`src/hdl/tdp_pkg.sv`:
```
// Shared types for the trial division prime test: microcode word layout,
// datapath control/status structs and the microcode ROM.
// No dependencies.
package tdp_pkg;

  typedef enum logic [2:0] {
    OP_NONE,
    OP_LOAD,
    OP_DIV_INIT,
    OP_DIV_STEP,
    OP_NEXT,
    OP_SET_NOT,
    OP_SET_PRIME,
    OP_EMIT
  } op_e;

  typedef enum logic [1:0] {
    HOLD_NONE,
    HOLD_NO_INPUT,
    HOLD_OUT_FULL
  } hold_e;

  typedef enum logic [2:0] {
    JMP_NEVER,
    JMP_ALWAYS,
    JMP_LT2,
    JMP_SQ_GT,
    JMP_DIV_BUSY,
    JMP_REM_NZ
  } jmp_e;

  localparam int STEP_BITS = 4;
  typedef logic [STEP_BITS-1:0] step_t;

  localparam step_t STEP_IDLE      = step_t'(0);
  localparam step_t STEP_RANGE     = step_t'(1);
  localparam step_t STEP_CHECK     = step_t'(2);
  localparam step_t STEP_DIV_INIT  = step_t'(3);
  localparam step_t STEP_DIV       = step_t'(4);
  localparam step_t STEP_NEXT      = step_t'(5);
  localparam step_t STEP_NOT_PRIME = step_t'(6);
  localparam step_t STEP_PRIME     = step_t'(7);
  localparam step_t STEP_EMIT      = step_t'(8);

  typedef struct packed {
    op_e   op;
    hold_e hold;
    jmp_e  jmp;
    step_t target;
  } uword_t;

  typedef struct packed {
    op_e  op;
    logic fire;
  } dp_ctl_t;

  typedef struct packed {
    logic in_valid;
    logic out_full;
    logic lt2;
    logic sq_gt;
    logic div_busy;
    logic rem_nz;
  } dp_stat_t;

  // Microcode program: one word per step
  function automatic uword_t ucode_rom(step_t step);
    uword_t w;
    case (step)
      STEP_IDLE:      w = '{op: OP_LOAD,      hold: HOLD_NO_INPUT, jmp: JMP_NEVER,
                            target: STEP_IDLE};
      STEP_RANGE:     w = '{op: OP_NONE,      hold: HOLD_NONE,     jmp: JMP_LT2,
                            target: STEP_NOT_PRIME};
      STEP_CHECK:     w = '{op: OP_NONE,      hold: HOLD_NONE,     jmp: JMP_SQ_GT,
                            target: STEP_PRIME};
      STEP_DIV_INIT:  w = '{op: OP_DIV_INIT,  hold: HOLD_NONE,     jmp: JMP_NEVER,
                            target: STEP_IDLE};
      STEP_DIV:       w = '{op: OP_DIV_STEP,  hold: HOLD_NONE,     jmp: JMP_DIV_BUSY,
                            target: STEP_DIV};
      STEP_NEXT:      w = '{op: OP_NEXT,      hold: HOLD_NONE,     jmp: JMP_REM_NZ,
                            target: STEP_CHECK};
      STEP_NOT_PRIME: w = '{op: OP_SET_NOT,   hold: HOLD_NONE,     jmp: JMP_ALWAYS,
                            target: STEP_EMIT};
      STEP_PRIME:     w = '{op: OP_SET_PRIME, hold: HOLD_NONE,     jmp: JMP_NEVER,
                            target: STEP_IDLE};
      STEP_EMIT:      w = '{op: OP_EMIT,      hold: HOLD_OUT_FULL, jmp: JMP_ALWAYS,
                            target: STEP_IDLE};
      default:        w = '{op: OP_NONE,      hold: HOLD_NONE,     jmp: JMP_ALWAYS,
                            target: STEP_IDLE};
    endcase
    return w;
  endfunction

endpackage

```
`src/hdl/tdp_datapath.sv`:
```
// Datapath: operand registers, bit-serial remainder unit, running square of
// the trial divisor and the output register. Depends on tdp_pkg.
module tdp_datapath #(
  parameter int VALUE_BITS = 32
) (
  input  logic                   clk_i,
  input  logic                   rst_ni,
  input  tdp_pkg::dp_ctl_t       ctl_i,
  output tdp_pkg::dp_stat_t      stat_o,
  input  logic                   in_valid_i,
  output logic                   in_ready_o,
  input  logic [VALUE_BITS-1:0]  value_i,
  output logic                   out_valid_o,
  input  logic                   out_ready_i,
  output logic                   is_prime_o
);
  import tdp_pkg::*;

  localparam int CNT_BITS = $clog2(VALUE_BITS);

  logic [VALUE_BITS-1:0] val_q, val_d;
  logic [VALUE_BITS-1:0] shf_q, shf_d;
  logic [VALUE_BITS-1:0] rem_q, rem_d;
  logic [VALUE_BITS-1:0] div_q, div_d;
  logic [VALUE_BITS:0]   sq_q, sq_d;
  logic [CNT_BITS-1:0]   cnt_q, cnt_d;
  logic                  res_q, res_d;
  logic                  out_valid_q;
  logic                  is_prime_q;

  logic [VALUE_BITS:0]   trial;
  logic [VALUE_BITS:0]   diff;
  logic                  ge;
  logic                  run;

  assign run = ctl_i.fire;

  // One restoring-division step: bring in the next dividend bit
  assign trial = {rem_q, shf_q[VALUE_BITS-1]};
  assign diff  = trial - {1'b0, div_q};
  assign ge    = trial >= {1'b0, div_q};

  always_comb begin
    val_d = val_q;
    shf_d = shf_q;
    rem_d = rem_q;
    div_d = div_q;
    sq_d  = sq_q;
    cnt_d = cnt_q;
    res_d = res_q;
    if (run) begin
      case (ctl_i.op)
        OP_LOAD: begin
          val_d = value_i;
          div_d = VALUE_BITS'(2);
          sq_d  = (VALUE_BITS + 1)'(4);
        end
        OP_DIV_INIT: begin
          shf_d = val_q;
          rem_d = '0;
          cnt_d = CNT_BITS'(VALUE_BITS - 1);
        end
        OP_DIV_STEP: begin
          shf_d = {shf_q[VALUE_BITS-2:0], 1'b0};
          rem_d = ge ? diff[VALUE_BITS-1:0] : trial[VALUE_BITS-1:0];
          cnt_d = cnt_q - 1'b1;
        end
        OP_NEXT: begin
          // (d+1)^2 = d^2 + 2d + 1
          div_d = div_q + 1'b1;
          sq_d  = sq_q + {div_q, 1'b1};
        end
        OP_SET_NOT:   res_d = 1'b0;
        OP_SET_PRIME: res_d = 1'b1;
        default: ;
      endcase
    end
  end

  always_ff @(posedge clk_i) begin
    val_q <= val_d;
    shf_q <= shf_d;
    rem_q <= rem_d;
    div_q <= div_d;
    sq_q  <= sq_d;
    cnt_q <= cnt_d;
    res_q <= res_d;
    if (run && (ctl_i.op == OP_EMIT)) begin
      is_prime_q <= res_q;
    end
  end

  always_ff @(posedge clk_i or negedge rst_ni) begin
    if (!rst_ni) begin
      out_valid_q <= 1'b0;
    end else if (run && (ctl_i.op == OP_EMIT)) begin
      out_valid_q <= 1'b1;
    end else if (out_ready_i) begin
      out_valid_q <= 1'b0;
    end
  end

  assign in_ready_o  = (ctl_i.op == OP_LOAD);
  assign out_valid_o = out_valid_q;
  assign is_prime_o  = is_prime_q;

  assign stat_o.in_valid = in_valid_i;
  assign stat_o.out_full = out_valid_q && !out_ready_i;
  assign stat_o.lt2      = val_q < VALUE_BITS'(2);
  assign stat_o.sq_gt    = sq_q > {1'b0, val_q};
  assign stat_o.div_busy = cnt_q != '0;
  assign stat_o.rem_nz   = rem_q != '0;

  a_rem_below_div: assert property (@(posedge clk_i) disable iff (!rst_ni)
    (ctl_i.op == OP_DIV_STEP) |-> (rem_q < div_q))
    else $error("partial remainder not below divisor");

  a_div_in_range: assert property (@(posedge clk_i) disable iff (!rst_ni)
    (ctl_i.op == OP_DIV_INIT) |-> ((div_q >= VALUE_BITS'(2)) && (sq_q <= {1'b0, val_q})))
    else $error("trial divisor out of range");

  a_prime_ge2: assert property (@(posedge clk_i) disable iff (!rst_ni)
    (run && (ctl_i.op == OP_SET_PRIME)) |-> (val_q >= VALUE_BITS'(2)))
    else $error("value below two reported prime");

  a_emit_sets_valid: assert property (@(posedge clk_i) disable iff (!rst_ni)
    (run && (ctl_i.op == OP_EMIT)) |=> (out_valid_q && (is_prime_q == $past(res_q))))
    else $error("result not presented after emit");

endmodule

```
`config.mk`:
```
export PLATFORM = sky130hd
export DESIGN_NAME = tdp_datapath
export DESIGN_NICKNAME = d
export VERILOG_FILES = /design/src/hdl/tdp_pkg.sv /design/src/hdl/tdp_datapath.sv
export SDC_FILE = /design/constraint.sdc
export NUM_CORES = 1
export LEC_CHECK = 0
export CAP_MARGIN = 20
export CORE_AREA = 2 2 175 109
export CTS_CLUSTER_SIZE = 24
export DETAILED_ROUTE_END_ITERATION = 6
export DIE_AREA = 0 0 177 111
export DONT_BUFFER_PORTS = 1
export GPL_TIMING_DRIVEN = 0
export PLACE_DENSITY_LB_ADDON = 0.3
export SLEW_MARGIN = 20
export SYNTH_ARGS = -nofsm -noshare
export SYNTH_HDL_FRONTEND = slang
export SYNTH_SLANG_ARGS = --single-unit
```
`constraint.sdc`:
```
create_clock -name clk_i -period 3.2 [get_ports clk_i]
set_clock_uncertainty 0.1 [all_clocks]
set_input_delay 0.48 -clock clk_i [delete_from_list [all_inputs] [get_ports clk_i]]
set_output_delay 0.48 -clock clk_i [all_outputs]
set_load 0.1 [all_outputs]
```
Yosys cells after proc, flatten, opt, wreduce, memory -nomap -nowiden
Index checks and enable logic that the tools add are counted.
{"block": "totals", "reg_bits": 169, "latchBits": 0, "ram_bits": 0, "rom_bits": 0, "inputBits": 40, "output_inout_bits": 9, "wordCells": 45, "memories": 0}
{"block": "op_classes", "addsub": 4, "multipliers": 0, "div_mod_pow": 0, "magnitude_cmp": 3, "eq_ne": 7, "shifts": 0, "mux": 9, "bitwise_logic": 0, "n_reduce_logical": 13}
{"op": "case mux 32 bit (2 select lines)", "count": 3}
{"op": "case mux 33 bit (2 select lines)", "count": 1}
{"op": "adder 33 bit", "count": 1}
{"op": "greater-or-equal comparator 33 x 32 -> 1 bit", "count": 1}
{"op": "> comparator 33 x 32 -> 1 bit", "count": 1}
{"op": "adder 32 x 1 -> 32 bit (second input constant)", "count": 1}
{"op": "< comparator 32 x 2 -> 1 bit (second input constant)", "count": 1}
{"op": "two-way mux 32 bit", "count": 1}
{"op": "nonzero test 32 bit", "count": 1}
{"op": "subtractor 32 bit", "count": 1}
{"op": "equality test 3 bit (second input constant)", "count": 4}
{"op": "case mux 5 bit (2 select lines)", "count": 1}
{"op": "AND reduction 2 bit", "count": 4}
{"op": "nonzero test 2 bit", "count": 4}
{"op": "equality test 3 x 2 -> 1 bit (second input constant)", "count": 2}
{"op": "nonzero test 5 bit", "count": 1}
{"op": "subtractor 5 x 1 -> 5 bit (second input constant)", "count": 1}
{"op": "equality test 3 x 1 -> 1 bit (second input constant)", "count": 1}
{"op": "logical AND 1 bit", "count": 2}
{"op": "two-way mux 1 bit", "count": 2}
{"op": "case mux 1 bit (2 select lines)", "count": 1}
{"op": "zero test 1 bit", "count": 1}

Longest topological paths before layout
Gate-level depths: netlist of the first run.
{"block": "logic_depth", "word_depth": 3, "ltp_mapped": 13, "ltp_nobuf": 12}

Least setup slack after synthesis of the first run
No wires, ideal clock.
{"block": "synth_path", "kind": "input -> register", "start": "in ctl_i[1] (netlist name)", "end": "reg div_q[0] (enable)", "setup_time_ns": 0.428, "t_arrival_ns": 4.755, "required_time_ns": 2.672, "setup_slack_ns": -2.083, "cell_stages": 3, "n_path_buf": 1, "path_cell_list": "clkbuf_1 -> nor3b_1 -> o21a_1"}
{"block": "synth_between", "elab_chain_len": 3, "word_cells_on_any_way": 4, "classes_between": "2 x eq/ne; 2 x reduce/logical"}
{"item": "from (decl)", "line": "tdp_datapath.sv:8", "rtl": "input tdp_pkg::dp_ctl_t ctl_i,"}
{"item": "equality test 3 x 1 -> 1 bit"}
{"item": "named net in_ready_o", "line": "tdp_datapath.sv:11", "rtl": "output logic in_ready_o,"}
{"item": "nonzero test 2 bit (no line)"}
{"item": "AND reduction 2 bit (no line)"}
{"item": "to (signal assigned)", "line": "tdp_datapath.sv:84", "rtl": "div_q <= div_d;"}
{"item": "to (decl)", "line": "tdp_datapath.sv:24", "rtl": "logic [VALUE_BITS-1:0] div_q, div_d;"}
The timed path passes the listed nets, and every way through them passes these cells.
A chain may end at the register's enable or synchronous reset.

==> results of run 1 <==
[layer usage]
metal  up-vias  wire (um)  global-route usage
li1       4385          -                   -
met1      4635      14100               0.498
met2       536      12900               0.421
met3        47       3500              0.0816
met4         0        466              0.0512
met5         -          0                   0
[power by group]
group / switching (mW) / internal, mW
logic: 0.454 / 0.294
clock network: 0.905 / 1.30
registers: 0.0537 / 2.50
total: 1.41 / 4.10
[final cells by class]
class | count | area [um^2] | area share
buffer | 35 | 184 | 0.0139
clock inverter | 14 | 178 | 0.0134
tap | 246 | 308 | 0.0232
sequential | 169 | 5070 | 0.383
multi-input combinational | 861 | 6340 | 0.479
clock buffer | 18 | 429 | 0.0324
timing repair buffer | 48 | 419 | 0.0316
inverter | 85 | 319 | 0.0241
[how the worst min path moves through the flow]
stage	startpoint	end	slack [ns]	cells past startpoint
2_1_floorplan	rst_ni	out_valid_o$_DFFE_PN0P_	0.08	0
3_3_place_gp	rst_ni	out_valid_o$_DFFE_PN0P_	0.08	0
3_5_place_dp	rst_ni	out_valid_o$_DFFE_PN0P_	0.08	0
4_1_cts	value_i[22]	val_q[22]$_DFFE_PP_	0.03	0
5_1_grt	value_i[24]	val_q[24]$_DFFE_PP_	0.02	0
6_report	value_i[22]	val_q[22]$_DFFE_PP_	0.04	0
[flip-flops by register name (all words and copies together), names as in the netlist]
| register | count |
|---|---|
| cnt_q | 5 |
| is_prime_o | 1 |
| out_valid_o | 1 |
| rem_q | 32 |
| val_q | 32 |
| div_q | 32 |
| shf_q | 32 |
| res_q | 1 |
| sq_q | 33 |
[cells in the final DEF, fill, tap and decap left out, drive strengths merged, types with 5 or more instances in the layout]
cell type / n
a2111oi: 5
a211o: 6
a211oi: 19
a21boi: 7
a21o: 37
a21oi: 65
a31oi: 10
and2: 12
and3: 15
and4: 9
buf: 59
clkbuf: 41
clkinv: 6
edfxtp: 168
ha: 97
inv: 87
mux2i: 26
nand2: 84
nand2b: 8
nand3: 41
nand4: 25
nor2: 110
nor2b: 6
nor3: 35
nor4: 21
o21a: 13
o21ai: 78
o21bai: 5
o31ai: 5
or2: 6
or3: 6
xnor2: 56
xor2: 17
[metrics by stage]
step                      power (mW)  hold WS, ns
final                           5.51       0.0362
after global routing            5.67       0.0173
after CTS                       5.44       0.0262
after detailed placement        3.25       0.0844
after global placement          3.22       0.0844
after floorplan                 3.08       0.0844
[kinds of logic after synthesis]
family                     Yosys count  synth area share
and+or+nand+nor                    390             0.167
buffers and inverters              126            0.0454
AOI/OAI and AO/OA                  273             0.159
muxes                               26            0.0226
DFF                                169             0.441
xor gates and xnor gates            73            0.0556
adders and majority gates           99             0.109
[timing repair]
action,CTS,global route
hold buffers,1,0
endpoints found under the setup margin,36,44
pin swaps,15,26
resized for setup,36,70
hold endpoints to repair,1,0
setup buffers,15,29
==> summary.txt, run 1 <==
Floorplanning
  – Top Ports: 49
  – Die X: 177 um
  – Placement row count: 39
  – Full die area: 19600 um^2
  – CORE AREA: 18300 um^2
  – Die H: around 110 um
  – Starting Density: 0.628

STA
  – Max Clk Rate: about 280 MHz
  – Min Tclk post-route: 3.56 ns
  – Final setup fails: 1
  – Max_slew headroom: 0.252
  – Fin worst setup slack: -0.358 ns
  – RSZ-0062 raised after global routing: true
  – Final Hold Fails: 0
  – Worst Tran Pin Value: 1.12 ns
  – Final Max Tran Viols: 0
  – Crit share post-route: 1.11
  – Final setup TNS: -0.358 ns

Global routing
  – First-pass GRT wire length: 46.9 mm
  – Largest net degree at the start of global routing: 48
  – Total track usage: 0.310
  – Initial antenna violation count: 0
  – Via count of the first global-routing pass: 8648
  – Grt ovf: 0

Setup path
  – Crit path from: val_q[3]$_DFFE_PP_
  – Reg2Reg Depth: 10
  – R2r endpoint: rem_q[28]$_SDFFCE_PP0P_
  – Top cell family by delay on the critical path: compound AO/OA/AOI/OAI gates
  – Critical-path top delay cell: a41oi_4
  – Crit path capture type: primary output
  – Max FO, Critical Path: 2
  – Worst setup SP type: flip-flop
  – CP required: 2.62 ns
  – CP peak stage delay: 0.71 ns
  – Worst setup path end: stat_o[2]
  – Critical path type: reg2out
  – Critical path depth in cells: 10
  – WP buf/inv: 1
  – Worst EP arrival: between 2 and 3 ns
  – Worst R2R Start: div_q[3]$_SDFFCE_PP0P_
  – Critical-path cell list: inv_2 -> ha_4 -> nand4_1 -> nor2_1 -> a211oi_2 -> o21ai_2 -> a21oi_2 -> o31ai_2 -> a2111oi_4 -> a41oi_4
  – R2r setup slk: 0.02 ns

Synth
  – Dominant synthesized flop cell: edfxtp_1
  – Post-Syn Instances: between 1000 and 1500
  – Yosys top cell area share: 0.439
  – Synthesis warning total: 0
  – Sequential area share after synthesis: 0.441
  – Ys async rst share: 0.00592
  – Post-synth EDFFs: 168
  – Top-count cell post-synth: edfxtp_1
  – Mapped Nets: 1295
  – Largest area contributor in the netlist: edfxtp_1
  – Synth top area cells: edfxtp_1, ha_1, xnor2_1
  – Mapped cell area: 11500 um^2
  – Cell variety after synth: 74
  – Flops & latches, synth: 169
  – Most frequent cells after synthesis: edfxtp_1, nor2_1, ha_1
  – Syn avg cell area: between 9 and 10 um^2

CTS
  – CTS tree: built
  – Clock latency on the worst-skew pair: 0.44 ns
  – Max Buffers Root-to-Sink: 2
  – H-tree levels: 4
  – Clk root buf: clkbuf_16
  – Worst-path clk slew: 0.07 ns
  – Clk sinks: about 170
  – Total CTS buffers: 17

Status
  – Failing checks: setup timing
  – Status: finished with violations

Final layout
  – Area Growth Syn to Fin: 15.2%
  – Final design utilization: 0.724
  – Filler cells: 1276
  – Final Cell Area: 13200 um^2
  – Fin cells: 1476
  – Antenna Cells: 0
  – Fin nets: 1356
  – Ratio of cells with drive above 1 in the final layout: 0.156

Place
  – Dpl cell area: 11900 um^2
  – Dpl hpwl: around 22 mm
  – Buffers on Ports: 0
  – Placed instance count: 1406
  – Placer congestion estimate: 0.936
  – DP Worst Slack: -0.430 ns

Detailed routing
  – Antenna-violating nets left: 0
  – Vias per inst: 6.51
  – Final WL: 31.0 mm
  – First DRT Iteration DRCs: about 1300
  – TritonRoute pass-1 iters: 6
  – Routed vias: 9603
  – DRC viols: 0
  – DR WL/cell: 21.0 um

Pwr
  – Pleak: 5.07 nW
  – VDD IR max: 0.000515 V
  – Pwr per Cell Area: 416 nW/um^2

Flow run
  – Number of max-cap violations: 0

Min path
  – Hold Crit Class: in2reg
Note: power is estimated with default switching activity, not from simulation.
==> run 2: changes to the inputs <==
--- a/config.mk
+++ b/config.mk
@@ -5,7 +5,7 @@
 export SDC_FILE = /design/constraint.sdc
 export NUM_CORES = 1
 export LEC_CHECK = 0
-export CAP_MARGIN = 20
+export CAP_MARGIN = 40
 export CORE_AREA = 2 2 175 109
 export CTS_CLUSTER_SIZE = 24
 export DETAILED_ROUTE_END_ITERATION = 6
==> constraint.sdc (replaced) <==
create_clock -name clk_i -period 3.2 [get_ports clk_i]
set_clock_uncertainty 0.1 [all_clocks]
set_input_delay 0.32 -clock clk_i [delete_from_list [all_inputs] [get_ports clk_i]]
set_output_delay 0.32 -clock clk_i [all_outputs]
set_load 0.1 [all_outputs]
==> summary.txt, run 2 (synthesis results as in run 1) <==
CTS
  – Max Buffers Root-to-Sink: 2 (unchanged)
  – Clk root buf: clkbuf_16
  – H-tree levels: 4 (unchanged)
  – Clk sinks: 169 (unchanged)
  – Total CTS buffers: 17 (unchanged)
  – Worst-path clk slew: 0.07 ns (about the same)
  – CTS tree: built
  – Clock latency on the worst-skew pair: 0.45 ns (about the same)

Floorplanning
  – Top Ports: 49 (unchanged)
  – Die H: 111 um (unchanged)
  – Die X: 177 um (unchanged)
  – Placement row count: 39 (unchanged)
  – Full die area: 19600 um^2 (unchanged)
  – Starting Density: 0.628 (unchanged)
  – CORE AREA: 18300 um^2 (unchanged)

Final layout
  – Ratio of cells with drive above 1 in the final layout: 0.158 (+0.00217)
  – Most frequent cells in the layout: edfxtp_1, nor2_1, nand2_1
  – Max reg flops: 33 (unchanged)
  – Antenna Cells: 0 (unchanged)
  – Filler cells: 1180 (-7.5%)
  – Top reg by flops: sq_q
  – Fin nets: 1396 (+2.9%)
  – Area Growth Syn to Fin: 19.4%
  – Commonest non-fill, non-tap cell in the layout: edfxtp_1

Setup path
  – CP required: 2.78 ns (+0.16 ns)
  – Critical-path cell list: inv_2 -> ha_4 -> nand4_1 -> nor2_1 -> a211oi_2 -> o21ai_2 -> a21oi_2 -> o31ai_2 -> a2111oi_4 -> a41oi_4
  – Worst setup SP type: flip-flop
  – Critical path type: reg2out
  – Top cell family by delay on the critical path: compound AO/OA/AOI/OAI gates
  – Max FO, Critical Path: 2 (unchanged)
  – Crit path capture type: primary output
  – Critical-path top delay cell: a41oi_4
  – Worst EP arrival: 2.99 ns (about the same)
  – WP buf/inv: 1 (unchanged)
  – CP peak stage delay: 0.70 ns (about the same)

Pwr
  – Pwr per Cell Area: 405 nW/um^2 (-2.7%)
  – Pleak: 5.26 nW (+3.7%)
  – VDD IR max: 0.000402 V (-22%)

Global routing
  – Initial antenna violation count: 0 (unchanged)
  – Total track usage: 0.330 (+0.0195)
  – First-pass GRT wire length: 49.6 mm (+5.7%)
  – Grt ovf: 0 (unchanged)
  – Via count of the first global-routing pass: 9130 (+5.6%)
  – Largest net degree at the start of global routing: 48 (unchanged)

STA
  – Worst Tran Pin Value: 0.842 ns (-0.279 ns)
  – RSZ-0062 raised after global routing: true
  – Final Max Tran Viols: 0 (unchanged)
  – Final Hold Fails: 0 (unchanged)
  – Crit share post-route: 1.07 (-0.0461)
  – Max_slew headroom: 0.435 (+0.182)
  – Max Clk Rate: 293 MHz (+4.3%)
  – Final setup TNS: -0.213 ns (+0.145 ns)
  – Min Tclk post-route: 3.41 ns (-0.148 ns)
  – Final setup fails: 2 (+1)
  – Fin worst setup slack: -0.210 ns (+0.148 ns)
  – Final worst hold slack: 0.00736 ns (-0.0289 ns)

Detailed routing
  – Routed vias: 9929 (+3.4%)
  – Final WL: 33.0 mm (+6.5%)
  – DR WL/cell: 21.8 um (+3.7%)
  – Antenna-violating nets left: 0 (unchanged)
  – First DRT Iteration DRCs: 1391 (+11%)
  – DRC viols: 0 (unchanged)
  – Vias per inst: 6.55 (+0.67%)
  – TritonRoute pass-1 iters: 5 (-1)

Min path
  – Hold Crit Class: in2reg

Place
  – Placer congestion estimate: 0.936 (unchanged)
  – Buffers on Ports: 0 (unchanged)
  – DP Worst Slack: -0.293 ns (+0.137 ns)
  – Dpl hpwl: 21.9 mm (+1.2%)

Flow run
  – Number of max-cap violations: 0 (unchanged)

Status
  – Failing checks: setup timing
  – Status: finished with violations
==> run 2: cell types whose count changed in the layout (fill, tap and decap cells not counted), moves of 4 or more <==
cell / previous run / this run
ha_4: 3 / 8
nor3_2: 5 / 1
nor3_1: 29 / 33
dlygate4sd3_1: 1 / 35
==> run 2: power breakdown <==
part           total [mW]  switching [mW]  internal (mW)  leakage, nW
Combinational       0.816           0.478          0.338         3.41
Sequential           2.55          0.0499           2.50         1.57
Clock                2.19           0.961           1.23        0.275
Total                5.56            1.49           4.07         5.26
==> run 2: repair_timing <==
item / in CTS / in global routing
cloned: 0 / 2
hold endpoints to repair: 33 / 1
buffers inserted: 15 / 27
pin swaps: 16 / 27
gates resized for setup: 36 / 72
endpoints found under the setup margin: 40 / 43
hold buffers: 34 / 1
==> run 2: area by class of cell <==
class / count / area (um^2) / share of cell area
multi-input cells: 861 / 6360 / 0.463
flip-flops and latches: 169 / 5070 / 0.369
repair buffers: 89 / 891 / 0.0649
clock buffers: 17 / 425 / 0.0310
inverters: 85 / 319 / 0.0232
well taps: 246 / 308 / 0.0224
plain buffers: 34 / 189 / 0.0138
clock inverters: 15 / 174 / 0.0127
==> run 2: worst paths after layout <==
path,start,end,slack [ns],depth (start not counted)
worst min register to register,res_q$_DFFE_PP_,is_prime_o$_DFFE_PP_,0.34,0
worst max register to register,div_q[18]$_SDFFCE_PP0P_,sq_q[32]$_SDFFCE_PP0P_,0,9
worst max-delay path,val_q[3]$_DFFE_PP_,stat_o[2],-0.21,10
max in group asynchronous,rst_ni,out_valid_o$_DFFE_PN0P_,2.38,2
worst min-delay path,ctl_i[3],res_q$_DFFE_PP_,0.007,2
min in group asynchronous,rst_ni,out_valid_o$_DFFE_PN0P_,0.51,2
==> run 2: stage by stage <==
stage / cells / cell area, um^2 / utilization / power, mW
2_1_floorplan: 1156 / 11500 / - / 3.08
5_1_grt: 1516 / 13700 / 0.751 / 5.70
6_report: 1516 / 13700 / 0.751 / 5.56
3_5_place_dp: 1407 / 11900 / 0.653 / 3.25
3_3_place_gp: 1402 / 11800 / 0.646 / 3.22
4_1_cts: 1488 / 13200 / 0.720 / 5.42
==> run 2: routing by layer <==
metal / wire length (um) / GRT usage / vias up
li1: - / - / 4476
met4: 618 / 0.0915 / 0
met5: 0 / 0 / -
met3: 3770 / 0.0802 / 61
met2: 14300 / 0.468 / 636
met1: 14300 / 0.501 / 4756
==> run 3: changes to the inputs <==
==> constraint.sdc (replaced) <==
create_clock -name clk_i -period 3.9 [get_ports clk_i]
set_clock_uncertainty 0.1 [all_clocks]
set_input_delay 0.39 -clock clk_i [delete_from_list [all_inputs] [get_ports clk_i]]
set_output_delay 0.39 -clock clk_i [all_outputs]
set_load 0.1 [all_outputs]
==> summary.txt, run 3 (synthesis results as in run 1) <==
STA
  – RSZ-0062 raised after global routing: false
  – Final worst hold slack: 0.0451 ns (+0.0377 ns)
  – Max Clk Rate: 261 MHz
  – Worst Tran Pin Value: 0.890 ns (+0.0486 ns)
  – Final Max Tran Viols: 0 (unchanged)
  – Max_slew headroom: 0.407 (-0.0281)
  – Min Tclk post-route: 3.83 ns
  – Final Hold Fails: 0 (unchanged)
  – Final setup fails: 0 (-2)
  – Crit share post-route: 0.982

Final layout
  – Area of the multi-input gates: 5970 um^2 (-6.0%)
  – Top reg by flops: sq_q
  – Area Growth Syn to Fin: 12.7%
  – Final design utilization: 0.708 (-0.0425)
  – Max reg flops: 33 (unchanged)
  – Reg area: 5070 um^2 (unchanged)
  – Most frequent cells in the layout: edfxtp_1, nor2_1, ha_1
  – Antenna Cells: 0 (unchanged)
  – Fin nets: 1355 (-2.9%)
  – Filler cells: 1308 (+11%)
  – Final Cell Area: 13000 um^2 (-5.7%)
  – Fin cells: 1475 (-2.7%)
  – Commonest non-fill, non-tap cell in the layout: edfxtp_1
  – Ratio of cells with drive above 1 in the final layout: 0.0692 (-0.0891)

Floorplanning
  – Top Ports: 49 (unchanged)
  – Placement row count: 39 (unchanged)
  – Die X: 177 um (unchanged)
  – Die H: 111 um (unchanged)
  – Starting Density: 0.628 (unchanged)
  – Full die area: 19600 um^2 (unchanged)
  – CORE AREA: 18300 um^2 (unchanged)

Status
  – Status: finished clean

Detailed routing
  – Final WL: 29.7 mm (-9.9%)
  – DRC viols: 0 (unchanged)
  – First DRT Iteration DRCs: 1071 (-23%)
  – Routed vias: 9327 (-6.1%)
  – Antenna-violating nets left: 0 (unchanged)
  – DR WL/cell: 20.2 um (-7.4%)
  – TritonRoute pass-1 iters: 5 (unchanged)
  – Vias per inst: 6.32 (-3.5%)

Global routing
  – Total track usage: 0.312 (-0.0180)
  – Grt ovf: 0 (unchanged)
  – Largest net degree at the start of global routing: 52 (+8.3%)
  – Initial antenna violation count: 0 (unchanged)
  – First-pass GRT wire length: 47.1 mm (-5.0%)
  – Via count of the first global-routing pass: 8899 (-2.5%)

Flow run
  – Number of max-cap violations: 0 (unchanged)

Pwr
  – Pleak: 5.02 nW (-4.5%)
  – VDD IR max: 0.000387 V (-3.6%)
  – Flop pwr share: 0.463 (+0.003)
  – Combinational power share: 0.128 (-0.019)
  – Clock Power Share: 0.409 (+0.015)
  – Int Pwr: 3.32 mW (-18%)
  – Net switching power: 1.21 mW (-19%)
  – Switching part of the total: 0.267 (-0.000508)
  – Pwr per Cell Area: 350 nW/um^2 (-14%)

Setup path
  – CP required: 3.41 ns (+0.63 ns)
  – Max FO, Critical Path: 2 (unchanged)
  – Crit path capture type: primary output
  – Worst setup SP type: flip-flop
  – R2r setup slk: 0.20 ns (+0.20 ns)
  – R2r endpoint: rem_q[30]$_SDFFCE_PP0P_
  – Worst R2R Start: div_q[22]$_SDFFCE_PP0P_
  – Worst EP arrival: 3.34 ns (+0.35 ns)
  – Critical path type: reg2out
  – Reg2Reg Depth: 12 (+3)

CTS
  – Post-CTS Setup Bufs: 0 (-15)
  – Max Buffers Root-to-Sink: 2 (unchanged)
  – Clk sinks: 169 (unchanged)
  – Clock latency on the worst-skew pair: 0.45 ns (about the same)
  – CTS tree: built
  – Total CTS buffers: 17 (unchanged)
  – Clk root buf: clkbuf_16
  – Worst-path clk slew: 0.07 ns (about the same)
  – H-tree levels: 4 (unchanged)

Min path
  – Hold Crit Class: in2async

Place
  – Dpl hpwl: 21.4 mm (-2.5%)
  – Placer congestion estimate: 0.945 (+0.94%)
  – Dpl cell area: 12000 um^2 (about the same)
  – Placed instance count: 1408 (+0.071%)
  – Buffers on Ports: 0 (unchanged)
[run 3: cell count changes in the layout (fill, tap and decap cells not counted), sizes merged]
cell / previous run / this run
clkinvlp: 5 / 3
inv: 87 / 94
clkbuf: 43 / 48
buf: 62 / 18
dlygate4sd3: 35 / 33
clkinv: 5 / 0
[run 3: power groups by stage]
stage | Clock, mW | Combinational, mW | Sequential, mW
6_report | 1.85 | 0.578 | 2.10
5_1_grt | 1.92 | 0.633 | 2.10
4_1_cts | 1.85 | 0.561 | 2.10
3_5_place_dp | 0 | 0.526 | 2.14
3_3_place_gp | 0 | 0.501 | 2.14
2_1_floorplan | 0 | 0.405 | 2.12
[run 3: critical path: stages, from the launching register on]
cell       delay (ns)
edfxtp_1         0.49
inv_1            0.11
ha_1             0.33
nand4_1          0.13
nor2_1           0.14
a211oi_2         0.08
o21ai_2          0.22
a21oi_2          0.11
o31ai_2          0.28
a2111oi_1        0.14
buf_2            0.19
a41oi_4          0.67
[run 3: per-layer routing]
metal / track usage / vias up / part of all wire
met5: 0 / - / 0
met4: 0.0821 / 0 / 0.016
met3: 0.0861 / 42 / 0.10
met2: 0.439 / 429 / 0.42
met1: 0.471 / 4466 / 0.46
li1: - / 4390 / -
[run 3: area by class of cell]
| type | instances | share of cell area |
|---|---|---|
| Sequential cell | 169 | 0.391 |
| Clock buffer | 17 | 0.0328 |
| Clock inverter | 15 | 0.0155 |
| Timing Repair Buffer | 41 | 0.0352 |
| Multi-Input combinational cell | 861 | 0.461 |
| Buffer | 41 | 0.0156 |
| Inverter | 85 | 0.0246 |
| Tap cell | 246 | 0.0238 |
[run 3: timing repair]
item	in CTS	in global routing
endpoints found under the hold margin	33	0
setup endpoints to repair	1	1
pin swaps	0	0
gates cloned	0	0
hold buffers	33	0
resized for setup	3	3
[run 3: stage by stage]
stage                     setup slack (ns)  setup TNS [ns]  total power, mW
after floorplan                      0.427               0             2.53
after CTS                           0.0310               0             4.51
after global routing                0.0146               0             4.66
final                               0.0688               0             4.53
after detailed placement             0.361               0             2.66
after global placement              -0.511          -0.692             2.64
[run 3: worst max-delay path by stage]
stage	slack (ns)	end	cells past startpoint	from
finish	0.07	stat_o[2]	11	val_q[3]$_DFFE_PP_
global placement	-0.51	stat_o[2]	10	val_q[3]$_DFFE_PP_
floorplan	0.43	stat_o[2]	9	sq_q[2]$_SDFFCE_PP1P_
global route	0.01	stat_o[2]	11	val_q[3]$_DFFE_PP_
CTS	0.03	stat_o[2]	11	val_q[2]$_DFFE_PP_
detailed placement	0.36	rem_q[30]$_SDFFCE_PP0P_	12	div_q[21]$_SDFFCE_PP0P_
